### config.mk
export PLATFORM = sky130hd
export DESIGN_NAME = wdcsr_divider
export DESIGN_NICKNAME = d
export VERILOG_FILES = /design/src/wdcsr_pkg.sv /design/src/wdcsr_divider.sv
export SDC_FILE = /design/constraint.sdc
export NUM_CORES = 1
export LEC_CHECK = 0
export BUFFER_PORTS_ARGS = -buffer_cell sky130_fd_sc_hd__buf_2
export CAP_MARGIN = 30
export CORE_MARGIN = 3
export CORE_UTILIZATION = 48
export CTS_CLUSTER_SIZE = 40
export DETAILED_ROUTE_END_ITERATION = 6
export PLACE_DENSITY = 0.68
export SLEW_MARGIN = 5
export SYNTH_ARGS = -nofsm -noshare
export SYNTH_HDL_FRONTEND = slang
export SYNTH_SLANG_ARGS = --single-unit
### constraint.sdc
create_clock -name clk -period 3.62 [get_ports clk]
set_input_delay 0.543 -clock clk [delete_from_list [all_inputs] [get_ports clk]]
set_output_delay 0.543 -clock clk [all_outputs]
set_load 0.01 [all_outputs]
### src/wdcsr_pkg.sv
// Shared types and constants for the windowed duty-cycle sleep regulator.
`default_nettype none

package wdcsr_pkg;

  localparam int TS_BITS        = 64;
  localparam int USAGE_BITS     = 17;
  localparam int QUO_BITS       = USAGE_BITS - 1;
  localparam int FACTOR_BITS    = 31;
  localparam int WLEN_BITS      = 11;
  localparam int SLEEP_BITS     = 48;
  localparam int SLEEP_HALF     = SLEEP_BITS / 2;
  localparam int SLEEP_NS_BITS  = 32;
  localparam int BAND_BITS      = 2;
  localparam int Q_SHIFT        = 30;
  localparam int PROD_BITS      = SLEEP_HALF + FACTOR_BITS;
  localparam int SCALE_BITS     = SLEEP_BITS + FACTOR_BITS;
  localparam int CFG_INDEX_BITS = 3;
  localparam int CFG_DATA_BITS  = FACTOR_BITS;

  localparam logic [USAGE_BITS-1:0] ONE_Q16   = 17'h10000;
  localparam logic [SLEEP_BITS-1:0] SLEEP_ONE = 48'h10000;

  // register indexes
  localparam logic [CFG_INDEX_BITS-1:0] CFG_LOW_THRESHOLD  = 3'd0;
  localparam logic [CFG_INDEX_BITS-1:0] CFG_HIGH_THRESHOLD = 3'd1;
  localparam logic [CFG_INDEX_BITS-1:0] CFG_GROW_FACTOR    = 3'd2;
  localparam logic [CFG_INDEX_BITS-1:0] CFG_SHRINK_FACTOR  = 3'd3;
  localparam logic [CFG_INDEX_BITS-1:0] CFG_WINDOW_LENGTH  = 3'd4;

  // register reset values
  localparam logic [USAGE_BITS-1:0]  RST_LOW_THRESHOLD  = 17'd596;
  localparam logic [USAGE_BITS-1:0]  RST_HIGH_THRESHOLD = 17'd721;
  localparam logic [FACTOR_BITS-1:0] RST_GROW_FACTOR    = 31'd1073844167;
  localparam logic [FACTOR_BITS-1:0] RST_SHRINK_FACTOR  = 31'd1073639490;
  localparam logic [WLEN_BITS-1:0]   RST_WINDOW_LENGTH  = 11'd1000;

  // band codes
  localparam logic [BAND_BITS-1:0] BAND_LOW  = 2'd0;
  localparam logic [BAND_BITS-1:0] BAND_MID  = 2'd1;
  localparam logic [BAND_BITS-1:0] BAND_HIGH = 2'd2;

  typedef enum logic [3:0] {
    ST_IDLE,
    ST_SUB,
    ST_ADD,
    ST_DIV,
    ST_DIV_WAIT,
    ST_CLASSIFY,
    ST_MUL_LO,
    ST_MUL_HI,
    ST_SCALE,
    ST_DONE
  } state_t;

endpackage

`default_nettype wire

### src/wdcsr_divider.sv
// Restoring divider giving busy/wall as Q1.16, one quotient bit per cycle.
`default_nettype none

module wdcsr_divider import wdcsr_pkg::*; #(
  parameter int SUM_BITS = 51
) (
  input  logic                  clk,
  input  logic                  rst,
  input  logic                  start,
  input  logic [SUM_BITS-1:0]   dividend,
  input  logic [SUM_BITS-1:0]   divisor,
  output logic                  done,
  output logic [USAGE_BITS-1:0] quotient
);

  localparam int STEP_BITS = $clog2(QUO_BITS);

  logic                 active;
  logic [STEP_BITS-1:0] step;
  logic [SUM_BITS:0]    rem;
  logic [SUM_BITS:0]    rem_shift;
  logic [SUM_BITS:0]    rem_next;
  logic [SUM_BITS-1:0]  divisor_r;
  logic [QUO_BITS-1:0]  quo;
  logic                 ge;
  logic                 trivial;

  assign trivial   = (divisor == '0) || (dividend >= divisor);
  assign rem_shift = {rem[SUM_BITS-1:0], 1'b0};
  assign ge        = rem_shift >= {1'b0, divisor_r};
  assign rem_next  = ge ? (rem_shift - {1'b0, divisor_r}) : rem_shift;

  always_ff @(posedge clk) begin
    if (rst) begin
      active <= 1'b0;
      done   <= 1'b0;
      step   <= '0;
    end else begin
      done <= 1'b0;
      if (start) begin
        step <= '0;
        if (trivial) begin
          done <= 1'b1;
        end else begin
          active <= 1'b1;
        end
      end else if (active) begin
        step <= step + 1'b1;
        if (step == STEP_BITS'(QUO_BITS - 1)) begin
          active <= 1'b0;
          done   <= 1'b1;
        end
      end
    end
  end

  always_ff @(posedge clk) begin
    if (start) begin
      rem       <= {1'b0, dividend};
      divisor_r <= divisor;
      quo       <= '0;
      if (trivial) begin
        quotient <= ONE_Q16;
      end
    end else if (active) begin
      rem <= rem_next;
      quo <= {quo[QUO_BITS-2:0], ge};
      if (step == STEP_BITS'(QUO_BITS - 1)) begin
        quotient <= {1'b0, quo[QUO_BITS-2:0], ge};
      end
    end
  end

endmodule

`default_nettype wire

; After elaboration in Yosys (flattened, before gate mapping)
; Index checks and enable logic that the tools add are counted.
[word_totals]
register_bits = 140
inputBits = 105
output_inout_bits = 18
elab_cells = 35
[op_classes]
n_addsub = 2
n_lt_le_gt_ge = 2
n_eq_ne = 3
n_mux = 15
n_reduce_logical = 6
[op_table]
columns = op, count
row1 = $mux W51, 3
row2 = $mux W17, 4
row3 = $ge A52 B51 Y1, 1
row4 = $ge A51 B51 Y1, 1
row5 = $logic_not A51 Y1, 1
row6 = $sub A51 B51 Y51, 1
row7 = $mux W1, 8
row8 = $add A4 B1 Y4 const B, 1
row9 = $eq A4 B4 Y1 const B, 1
row10 = $reduce_bool A2 Y1, 2
row11 = $reduce_and A3 Y1, 1
row12 = $ne A2 B1 Y1 const B, 1
row13 = $ne A2 B2 Y1 const B, 1
row14 = $reduce_or A2 Y1, 1
row15 = $logic_or A1 B1 Y1, 1

; Longest topological paths before layout
; Gate-level depths: netlist of the first run.
[depth]
ltp_word = 4
mapped_depth = 14
ltp_nobuf = 12

; Worst setup path after synthesis of the first run
; No wires, ideal clock.
[synth_timing]
kind = in2reg
start = input divisor[18]
end = register quotient[0] (enable)
setup_time_ns = 0.375
t_arrival_ns = 2.600
required_time_ns = 3.245
slack_ns = 0.645
stages = 11
n_path_buf = 0
path_cell_list = inv_1 > ha_1 > nand4_1 > nor4_1 > o21ai_0 > nand2_1 > a2111o_1 > a221oi_1 > o221a_2 > o2111ai_1 > and2_1
[synth_between]
elab_chain_len = 4
elab_cells_between_ends = 5
cone_classes = 1 x order compare / 1 x eq/ne / 3 x reduce/logical
[synth_lines]
columns = element, line_no
row1 = start: declaration, wdcsr_divider.sv:11  ; input logic [SUM_BITS-1:0] divisor,
row2 = $ge A51 B51 Y1 or $logic_not A51 Y1 (tied branches), wdcsr_divider.sv:28  ; assign trivial = (divisor == '0) || (dividend >= divisor);
row3 = $logic_or A1 B1 Y1 *, wdcsr_divider.sv:28
row4 = $ne A2 B1 Y1 (no line) *, -
row5 = $reduce_and A3 Y1 (no line) *, -
row6 = end signal: assignment, wdcsr_divider.sv:69  ; quotient <= {1'b0, quo[QUO_BITS-2:0], ge};
row7 = end: declaration, wdcsr_divider.sv:13  ; output logic [USAGE_BITS-1:0] quotient
; Every way passes the cells marked *; elsewhere a longest branch is shown, timed or not.
; A chain may end at the register's enable or synchronous reset.

; Final worst setup path of the first run
[layout_timing]
start = register rem[8]
end = register rem[2], data pin
[layout_between]
elab_chain_len = 4
[layout_lines]
columns = element, line_no
row1 = start: declaration, wdcsr_divider.sv:20  ; logic [SUM_BITS:0] rem;
row2 = start signal: assignment, wdcsr_divider.sv:59  ; rem <= {1'b0, dividend};
row3 = start signal: assignment, wdcsr_divider.sv:66  ; rem <= rem_next;
row4 = $ge A52 B51 Y1, wdcsr_divider.sv:30  ; assign ge = rem_shift >= {1'b0, divisor_r};
row5 = $mux W51, wdcsr_divider.sv:31  ; assign rem_next = ge ? (rem_shift - {1'b0, divisor_r}) : rem_shift;
row6 = $mux W51, wdcsr_divider.sv:65  ; end else if (active) begin
row7 = $mux W51, wdcsr_divider.sv:58  ; if (start) begin
; Every way passes these cells. The select of a mux whose other input is x is not followed.

==> results of run 1 <==
## worst max-delay path, delay by kind of cell, from the launching register on
| family | cells | cell delay (ps) |
|---|---|---|
| simple gates | 3 | 540 |
| mux | 1 | 250 |
| fa+ha+maj | 1 | 400 |
| buf+inv | 2 | 540 |
| flops | 1 | 420 |
| compound gates | 5 | 900 |
## layer usage
metal	track usage, %	wire length, µm	vias to the layer above
li1	-	-	4267
met1	33.8	12400	4126
met2	38.1	12400	282
met3	4.43	1820	52
met4	9.02	917	2
met5	0	9	-
## registers in the layout, indices dropped and copies added (netlist names)
name,flops
done,1
quo,15
rem,51
divisor_r,51
active,1
step,4
quotient,17
## stage by stage
| step | instance area [µm²] | instances |
|---|---|---|
| after global routing | 11700 | 1505 |
| after global placement | 11100 | 1473 |
| after floorplan | 10200 | 1108 |
| after CTS | 11700 | 1505 |
| after detailed placement | 11100 | 1473 |
| final | 11700 | 1505 |
## cell families (layout without fill, tap and decap cells)
family                     Yosys count  after routing
xor gates and xnor gates            43             43
adders and majority gates          104            104
and+or+nand+nor                    348            348
buffers and inverters              164            291
DFF                                140            140
muxes                               20             20
AOI/OAI and AO/OA                  289            289
## synth_stat cells, types with 3 or more instances
| cell type | number | area, µm² |
|---|---|---|
| a2bb2oi_1 | 7 | 61.3 |
| buf_1 | 6 | 22.5 |
| nor3_1 | 16 | 80.1 |
| nand4_1 | 32 | 200 |
| o31a_1 | 3 | 26.3 |
| buf_6 | 4 | 45.0 |
| xor2_1 | 14 | 123 |
| o21ai_1 | 8 | 40.0 |
| o21ai_0 | 33 | 165 |
| or2_2 | 5 | 31.3 |
| nor4_1 | 17 | 106 |
| and4_1 | 4 | 35.0 |
| nor4b_1 | 3 | 26.3 |
| a21oi_1 | 84 | 420 |
| o21bai_1 | 12 | 90.1 |
| ha_1 | 103 | 1290 |
| inv_1 | 118 | 443 |
| dfxtp_1 | 21 | 420 |
| a211oi_1 | 4 | 30.0 |
| nand3_1 | 16 | 80.1 |
| nand2b_1 | 3 | 18.8 |
| clkbuf_1 | 20 | 75.1 |
| buf_2 | 15 | 75.1 |
| a221o_1 | 7 | 70.1 |
| mux2i_1 | 20 | 200 |
| a21boi_0 | 3 | 22.5 |
| o31ai_1 | 6 | 45.0 |
| and2_1 | 5 | 31.3 |
| nand2_1 | 115 | 432 |
| a31oi_1 | 32 | 200 |
| o211ai_1 | 6 | 45.0 |
| o2bb2ai_1 | 3 | 26.3 |
| nor2_1 | 84 | 315 |
| and3_1 | 14 | 87.6 |
| edfxtp_1 | 119 | 3570 |
| nor2b_1 | 21 | 131 |
| xnor2_1 | 29 | 254 |
| a211oi_2 | 3 | 37.5 |
| a21o_1 | 48 | 360 |
| o21a_1 | 5 | 37.5 |
## where the power goes
part	switching [mW]	total [mW]	internal [mW]
Sequential	0.106	2.13	2.02
Clock	0.861	1.80	0.942
Combinational	1.64	2.74	1.10
## worst max path at each step
stage / to / slack, ps / cells after the start
2_1_floorplan: quotient[0]$_SDFFCE_PP0P_ / 650 / 11
3_3_place_gp: quotient[4]$_SDFFCE_PP0P_ / 250 / 13
3_5_place_dp: quotient[2]$_SDFFCE_PP0P_ / 210 / 13
4_1_cts: rem[30]$_DFFE_PP_ / 300 / 13
5_1_grt: rem[2]$_DFFE_PP_ / 30 / 12
6_report: rem[2]$_DFFE_PP_ / 270 / 12
## layout make-up
type                    count  area, µm²  area share [%]
flip-flops and latches    140       3990            34.2
clock inverters            15        191            1.64
clock buffers              17        425            3.64
multi-input cells         804       5500            47.1
inverters                 118        443            3.80
repair buffers            141        781            6.69
well taps                 270        338            2.89
==> flow_metrics.env, run 1 <==
export IMPL_synth_top_family_by_area="compound AO/OA/AOI/OAI gates"
export IMPL_grt_start_max_net_pins=71
export IMPL_synth_net_count=1317
export IMPL_final_common_cell="buf_2"
export IMPL_avgSynthCellArea_um2=9.17
export IMPL_port_buffers=122
export IMPL_holdPathEnd="divisor_r[3]$_DFFE_PP_"
export IMPL_finalSetupViolCount=0
export IMPL_status="finished clean"
export IMPL_initial_core_util_pct=49.6
export IMPL_skew_ps=14.5
export IMPL_vias=8729
export IMPL_synthSimpleGateAreaFrac_pct=16.5
export IMPL_hold_depth=1
export IMPL_grt_usage_pct=24.3
export IMPL_tightest_slew_ps=732
export IMPL_final_cell_mix="121 x buf_2, 119 x edfxtp_1, 117 x inv_1, 114 x nand2_1, 103 x ha_1"
export IMPL_pre_cts_slack_ps=212
export IMPL_drt_total_wl_um=27600
export IMPL_boundaryPins=123
export IMPL_finalSetupTns_ps=0
export IMPL_crit_chain="ha_1, nand4_1, nor2_1, a211oi_1, buf_4, o21ai_1, nand2_1, o21ai_4, a41o_1, buf_4, mux2i_1, o21ai_0"
export IMPL_hold_slack_ps=307
export IMPL_r2r_setup_slack_ps=270
export IMPL_cp_end_kind="register"
export IMPL_hold_viol_final=0
export IMPL_grt_pass1_wl_um=43400
export IMPL_antenna_left=0
export IMPL_relSlewSlack_pct=51.2
export IMPL_slowest_stage="edfxtp_1"
export IMPL_p_leak_nw=5.32
export IMPL_synth_xor_area_share_pct=3.71
export IMPL_async_flop_share_pct=0
export IMPL_cts_hold_buf=0
export IMPL_postSynthCellCount=1108
export IMPL_ys_seq_elements=140
export IMPL_synth_compound_area_share_pct=19.1
export IMPL_cts_buffers=17
export IMPL_drive_gt1_share_pct=15.8
export IMPL_crit_start="rem[8]$_DFFE_PP_"
export IMPL_synthFlopType="edfxtp_1"
export IMPL_final_util_pct=56.9
export IMPL_cts_path_max_buffers=2
export IMPL_overflow=0
export IMPL_cp_arrival_ps=3510
export IMPL_post_cts_buffers=0
export IMPL_drc=0
export IMPL_rr_endpoint="rem[2]$_DFFE_PP_"
export IMPL_muxShareOfSynthArea_pct=1.97
export IMPL_viasPerCell=5.80
export IMPL_synthAdderAreaFrac_pct=12.9
export IMPL_final_net_count=1431
export IMPL_worstSetupPathType="reg -> reg"
export IMPL_die_y_um=151
export IMPL_die_w_um=151
export IMPL_drt_iter0_markers=624
export IMPL_dr_pass1_iters=5
export IMPL_startpoint_type="register"
export IMPL_rows=52
export IMPL_synth_seq_area_share_pct=39.3
export IMPL_setup_slack_ps=268
export IMPL_clkTransAtPathRegs_ps=80
export IMPL_root_buffer="clkbuf_16"
export IMPL_num_antenna_cells=0
export IMPL_max_freq_mhz=298
export IMPL_synth_edf_count=119
export IMPL_syn_to_final_growth_pct=14.9
export IMPL_ir_worst_vdd_mv=0.347
export IMPL_htreeDepth=4
export IMPL_grt_pass1_vias=8427
export IMPL_yosysWarnings=0
export IMPL_worstHoldStart="divisor[3]"
export IMPL_clock_sinks=140
export IMPL_rsz0062_at_grt="no"
export IMPL_wl_per_cell_um=18.3
export IMPL_max_cap_violations=0
export IMPL_place_congestion=0.968
export IMPL_postCtsResizedCells=0
export IMPL_p_per_area_nw_per_um2=572
export IMPL_clkLatencyLatePin_ps=440
export IMPL_reg2reg_depth=12
export IMPL_power_mw=6.67
export IMPL_antenna_found_initial=2
export IMPL_syn_area_um2=10200
export IMPL_finalCritPeriodShare_pct=92.6
export IMPL_critPathRequiredTime_ps=3780
export IMPL_hpwl_um=21000
export IMPL_fin_crit_ps=3350
export IMPL_ys_types=72
export IMPL_slowest_delay_ps=420
export IMPL_core_um2=20500
export IMPL_dieArea_um2=22900
export IMPL_rr_startpoint="rem[8]$_DFFE_PP_"
export IMPL_worst_path_most_repeated_cell="buf_4"
export IMPL_cts_tree="built"
export IMPL_maxSlewViolCount=0
export IMPL_crit_path_max_fanout=33
export IMPL_hold_class="in -> reg"
export IMPL_n_fill_cell=1860
(Power assumes the default switching activity.)
==> run 2: changes to the inputs <==
Settings changed: ABC_AREA from default to 1, PLACE_DENSITY 0.68 to 0.67, SLEW_MARGIN 5 to 10.
==> flow_metrics.env, run 2 <==
export IMPL_hpwl_um=31400
export IMPL_port_buffers=122
export IMPL_wl_met1_um=18500
export IMPL_register_area_um2=3990
export IMPL_rows=57
export IMPL_multi_input_area_um2=6550
export IMPL_yosysWarnings=0
export IMPL_maxSlewViolCount=0
export IMPL_synth_net_count=2070
export IMPL_core_um2=24700
export IMPL_drt_iter0_markers=1139
export IMPL_synth_top_area_share_pct=29.1
export IMPL_dr_pass1_iters=5
export IMPL_die_w_um=166
export IMPL_ys_seq_elements=140
export IMPL_yosys_area_top_type="edfxtp_1"
export IMPL_htreeDepth=4
export IMPL_antenna_found_initial=1
export IMPL_synth_most_common_cell="nand2_1"
export IMPL_finalSetupTns_ps=0
export IMPL_power_frac_clock_pct=23.7
export IMPL_crit_chain="ha_1, nand2_1, nor2_2, nand2_1, nor3_2, nand4_4, nand3_4, buf_4, nand2_1, nand3_1, nand2_1"
export IMPL_max_cap_violations=0
export IMPL_power_mw=7.45
export IMPL_critPathBufInv=1
export IMPL_postSynthCellCount=1861
export IMPL_grt_pass1_vias=11100
export IMPL_cts_tree="built"
export IMPL_synth_common_cells="675 x nand2_1, 395 x inv_1, 127 x nor2_1"
export IMPL_dr_wl_met2_um=15800
export IMPL_ys_types=44
export IMPL_grt_start_max_net_pins=99
export IMPL_power_frac_seq_pct=29.2
export IMPL_rsz0062_at_grt="no"
export IMPL_status="finished clean"
export IMPL_n_fill_cell=2389
export IMPL_drc=0
export IMPL_p_sw_mw=3.32
export IMPL_vias=11900
export IMPL_final_common_cell="nand2_1"
export IMPL_clkLatencyLatePin_ps=430
export IMPL_startpoint_type="register"
export IMPL_fin_crit_ps=2890
export IMPL_tightest_slew_ps=687
export IMPL_boundaryPins=123
export IMPL_p_per_area_nw_per_um2=540
export IMPL_overflow=0
export IMPL_cp_top_family="simple AND/OR/NAND/NOR gates"
export IMPL_num_antenna_cells=0
export IMPL_synth_area_top_cells="edfxtp_1 29%, nand2_1 21%, inv_1 12%"
export IMPL_postCtsResizedCells=0
export IMPL_grt_usage_pct=27.6
export IMPL_async_flop_share_pct=0
export IMPL_finalSetupViolCount=0
export IMPL_cts_buffers=17
export IMPL_cts_path_max_buffers=2
export IMPL_cts_hold_buf=0
export IMPL_viasPerCell=5.14
export IMPL_drive_gt1_share_pct=10.7
export IMPL_reg_top3="divisor_r (51), rem (51), quotient (17)"
export IMPL_clkTransAtPathRegs_ps=70
export IMPL_final_net_count=2186
export IMPL_final_cell_mix="674 x nand2_1, 395 x inv_1, 127 x nor2_1, 121 x buf_2, 119 x edfxtp_1"
export IMPL_worst_path_most_repeated_cell="nand2_1"
export IMPL_die_y_um=166
export IMPL_root_buffer="clkbuf_16"
export IMPL_p_int_mw=4.13
export IMPL_avgSynthCellArea_um2=6.60
export IMPL_skew_ps=19.1
export IMPL_finalCritPeriodShare_pct=79.9
export IMPL_cp_end_kind="register"
export IMPL_finish_instance_area_um2=13800
export IMPL_synth_edf_count=119
export IMPL_grt_pass1_wl_um=60600
export IMPL_p_comb_share_pct=47.1
export IMPL_p_leak_nw=7.53
export IMPL_synthFlopType="edfxtp_1"
export IMPL_wl_met3_um=3420
export IMPL_cp_arrival_ps=3060
export IMPL_post_cts_buffers=0
export IMPL_clock_sinks=140
export IMPL_antenna_left=0
export IMPL_critPathRequiredTime_ps=3790
export IMPL_dieArea_um2=27600
export IMPL_synth_seq_area_share_pct=32.5
export IMPL_slowest_stage="edfxtp_1"
export IMPL_crit_path_max_fanout=19
export IMPL_hold_class="in -> reg"
export IMPL_syn_area_um2=12300
export IMPL_slowest_delay_ps=450
export IMPL_highest_layer="met5"
export IMPL_wl_per_cell_um=16.6
export IMPL_initial_core_util_pct=49.7
export IMPL_hold_viol_final=0
export IMPL_swShare_pct=44.5
export IMPL_ir_worst_vdd_mv=0.361
export IMPL_relSlewSlack_pct=54.1
export IMPL_syn_to_final_growth_pct=12.3
export IMPL_place_congestion=0.982
export IMPL_worstSetupPathType="reg -> reg"
export IMPL_max_freq_mhz=346
export IMPL_place_area_um2=13200
export IMPL_drt_total_wl_um=38300
[run 2: worst register-to-register path, cell delays in order (launching register included)]
cell	delay (ps)
edfxtp_1	450
ha_1	430
nand2_1	140
nor2_2	160
nand2_1	120
nor3_2	290
nand4_4	170
nand3_4	280
buf_4	300
nand2_1	90
nand3_1	120
nand2_1	70
[run 2: power by group through the flow]
stage	Combinational, mW	Clock [mW]	Sequential (mW)
6_report	3.51	1.76	2.18
5_1_grt	3.95	1.86	2.20
4_1_cts	3.45	1.79	2.17
3_5_place_dp	3.43	0	2.20
3_3_place_gp	3.40	0	2.20
2_1_floorplan	2.46	0	2.17
[run 2: area by class of cell]
type | count | share of cell area, %
well taps | 324 | 2.94
multi-input cells | 1276 | 47.4
repair buffers | 132 | 5.22
clock buffers | 17 | 3.08
inverters | 410 | 11.1
clock inverters | 15 | 1.26
flip-flops and latches | 140 | 28.9
[run 2: per-stage QoR]
stage	worst slack (ps)	instances	hold WS [ps]	util, %
CTS	740	2313	284	55.7
detailed placement	711	2281	452	53.2
finish	729	2314	301	55.8
global route	502	2314	288	55.8
floorplan	1130	1861	431	-
global placement	745	2281	444	53.2
[run 2: kinds of logic (layout without fill, tap and decap cells)]
family / count (synthesis) / in the layout / synth area share [%]
XOR/XNOR: 25 / 25 / 1.78
buffers and inverters: 445 / 574 / 14.3
AO/OA/AOI/OAI: 100 / 100 / 4.36
adder cells (fa/ha/maj): 104 / 104 / 10.6
AND/OR/NAND/NOR: 1047 / 1047 / 36.4
flip-flops: 140 / 140 / 32.5
[run 2: final timing paths]
path | startpoint | endpoint | slack, ps | cells after the start
worst min register to register | quo[14]$_SDFFE_PP0P_ | quo[14]$_SDFFE_PP0P_ | 460 | 2
worst min-delay path | divisor[2] | divisor_r[2]$_DFFE_PP_ | 300 | 1
worst max register to register | rem[12]$_DFFE_PP_ | rem[27]$_DFFE_PP_ | 730 | 11
worst max-delay path | rem[12]$_DFFE_PP_ | rem[27]$_DFFE_PP_ | 730 | 11
[run 2: per-layer routing]
metal | track usage (%) | vias to the layer above
li1 | - | 6045
met1 | 42.4 | 5365
met2 | 40.7 | 446
met3 | 4.81 | 37
met4 | 6.00 | 2
met5 | 0 | -
==> run 3: changes to the inputs <==
Clock period 3.62 ns to 2.7 ns, I/O delays scaled along.
==> flow_metrics.env, run 3 (synthesis results as in run 2) <==
export IMPL_status="finished clean"
export IMPL_finish_instance_area_um2=14300
export IMPL_relSlewSlack_pct=54.0
export IMPL_grt_pass1_wl_um=60500
export IMPL_syn_to_final_growth_pct=16.5
export IMPL_slowest_stage="edfxtp_1"
export IMPL_cp_end_kind="register"
export IMPL_r2r_setup_slack_ps=110
export IMPL_wl_per_cell_um=16.5
export IMPL_max_cap_violations=0
export IMPL_p_sw_mw=4.66
export IMPL_grt_usage_pct=27.6
export IMPL_grt_pass1_vias=11400
export IMPL_fin_crit_ps=2590
export IMPL_skew_ps=18.2
export IMPL_p_leak_nw=7.75
export IMPL_drt_iter0_markers=1162
export IMPL_startpoint_type="register"
export IMPL_viasPerCell=5.15
export IMPL_htreeDepth=4
export IMPL_ir_worst_vdd_mv=0.484
export IMPL_final_cell_mix="671 x nand2_1, 395 x inv_1, 125 x nor2_1, 121 x buf_2, 119 x edfxtp_1"
export IMPL_antenna_left=0
export IMPL_port_buffers=122
export IMPL_drt_total_wl_um=38700
export IMPL_rows=57
export IMPL_grt_start_max_net_pins=119
export IMPL_reg_top3="divisor_r (51), rem (51), quotient (17)"
export IMPL_core_um2=24700
export IMPL_clock_sinks=140
export IMPL_swShare_pct=44.3
export IMPL_power_mw=10.5
export IMPL_maxSlewViolCount=0
export IMPL_worstHoldStart="divisor[39]"
export IMPL_place_congestion=0.996
export IMPL_initial_core_util_pct=49.7
export IMPL_dieArea_um2=27600
export IMPL_final_common_cell="nand2_1"
export IMPL_boundaryPins=123
export IMPL_antenna_found_initial=1
export IMPL_hpwl_um=31200
export IMPL_power_frac_clock_pct=23.1
export IMPL_holdPathEnd="divisor_r[39]$_DFFE_PP_"
export IMPL_hold_depth=1
export IMPL_die_w_um=166
export IMPL_critPathRequiredTime_ps=2890
export IMPL_place_area_um2=13500
export IMPL_power_frac_seq_pct=27.9
export IMPL_final_net_count=2224
export IMPL_finalSetupViolCount=0
export IMPL_tightest_slew_ps=690
export IMPL_use_met2_pct=40.6
export IMPL_reg2reg_depth=11
export IMPL_grtUsageMet3_pct=4.19
export IMPL_worst_path_most_repeated_cell="nand2_1"
export IMPL_root_buffer="clkbuf_16"
export IMPL_crit_chain="ha_1, nand2_2, nor3_4, nand2_1, nor3_2, nand2_2, nand3_4, buf_12, nand3_1, nand2_1, nand2_1"
export IMPL_crit_path_max_fanout=11
export IMPL_finalCritPeriodShare_pct=95.9
export IMPL_drc=0
export IMPL_hold_class="in -> reg"
export IMPL_cts_tree="built"
export IMPL_rr_startpoint="rem[48]$_DFFE_PP_"
export IMPL_clkTransAtPathRegs_ps=80
export IMPL_overflow=0
export IMPL_p_comb_share_pct=49.1
export IMPL_max_freq_mhz=386
export IMPL_grt_busiest_layer="met1"
export IMPL_p_per_area_nw_per_um2=735
export IMPL_drive_gt1_share_pct=13.2
export IMPL_p_int_mw=5.87
export IMPL_clkLatencyLatePin_ps=440
export IMPL_n_fill_cell=2400
export IMPL_worstSetupPathType="reg -> reg"
export IMPL_slowest_delay_ps=400
export IMPL_dr_pass1_iters=6
export IMPL_hold_viol_final=0
export IMPL_die_y_um=166
export IMPL_cp_arrival_ps=2780
export IMPL_use_met1_pct=42.4
export IMPL_cts_path_max_buffers=2
export IMPL_cts_buffers=17
export IMPL_rr_endpoint="rem[37]$_DFFE_PP_"
export IMPL_vias=12100
## run 3: changes by cell type in the layout (fill, tap and decap cells not counted), moves of 5 or more
cell,before,now
buf_4,9,41
ha_4,0,8
ha_1,103,92
buf_12,1,6
## run 3: worst max-delay path: cells and delay by family, from the launching register on
family | cells | cell delay (ps)
simple gates | 9 | 1380
fa+ha+maj | 1 | 380
flops | 1 | 400
buf+inv | 1 | 180
## run 3: how the worst max path moves through the flow
| stage | startpoint | endpoint | slack (ps) |
|---|---|---|---|
| after global placement | rem[39]$_DFFE_PP_ | rem[1]$_DFFE_PP_ | 100 |
| final | rem[48]$_DFFE_PP_ | rem[37]$_DFFE_PP_ | 110 |
| after detailed placement | rem[39]$_DFFE_PP_ | rem[21]$_DFFE_PP_ | 60 |
| after CTS | rem[0]$_DFFE_PP_ | rem[1]$_DFFE_PP_ | 70 |
| after floorplan | start | rem[0]$_DFFE_PP_ | 350 |
| after global routing | divisor_r[23]$_DFFE_PP_ | rem[32]$_DFFE_PP_ | -10 |
## run 3: stage by stage
step | setup TNS (ps) | utilization [%] | hold slack (ps) | cells | worst slack (ps)
global route | -12.8 | 57.8 | 149 | 2353 | -11.2
CTS | 0 | 57.0 | 146 | 2351 | 66.1
floorplan | 0 | - | 431 | 1861 | 350
global placement | 0 | 54.5 | 448 | 2319 | 95.8
finish | 0 | 57.8 | 160 | 2353 | 112
detailed placement | 0 | 54.5 | 451 | 2319 | 61.0
## run 3: power by group through the flow
| stage | registers [mW] | logic [mW] | clock network [mW] |
|---|---|---|---|
| finish | 2.93 | 5.16 | 2.43 |
| global route | 2.96 | 5.76 | 2.54 |
| CTS | 2.91 | 4.92 | 2.46 |
| detailed placement | 2.95 | 4.87 | 0 |
| global placement | 2.94 | 4.84 | 0 |
| floorplan | 2.91 | 3.30 | 0 |
## run 3: layout make-up
| class | instances | area [µm²] | share of cell area, % |
|---|---|---|---|
| repair buffers | 170 | 1060 | 7.40 |
| diodes | 1 | 2.50 | 0.0175 |
| clock buffers | 17 | 425 | 2.97 |
| clock inverters | 15 | 189 | 1.32 |
| flip-flops and latches | 140 | 3990 | 27.9 |
| well taps | 324 | 405 | 2.83 |
| multi-input cells | 1276 | 6700 | 46.8 |
| inverters | 410 | 1540 | 10.8 |
## run 3: what timing repair did
action                                  4_1_cts  5_1_grt
endpoints found under the setup margin        1       52
pin swaps                                     0        2
hold buffers                                  0        0
buffers inserted                              0        1
gates resized for setup                       1       29
## run 3: per-layer routing
metal  routed length (µm)  vias to the layer above
li1                     -                     6116
met1                18900                     5505
met2                16100                      456
met3                 3100                       45
met4                  654                        0
met5                    0                        -
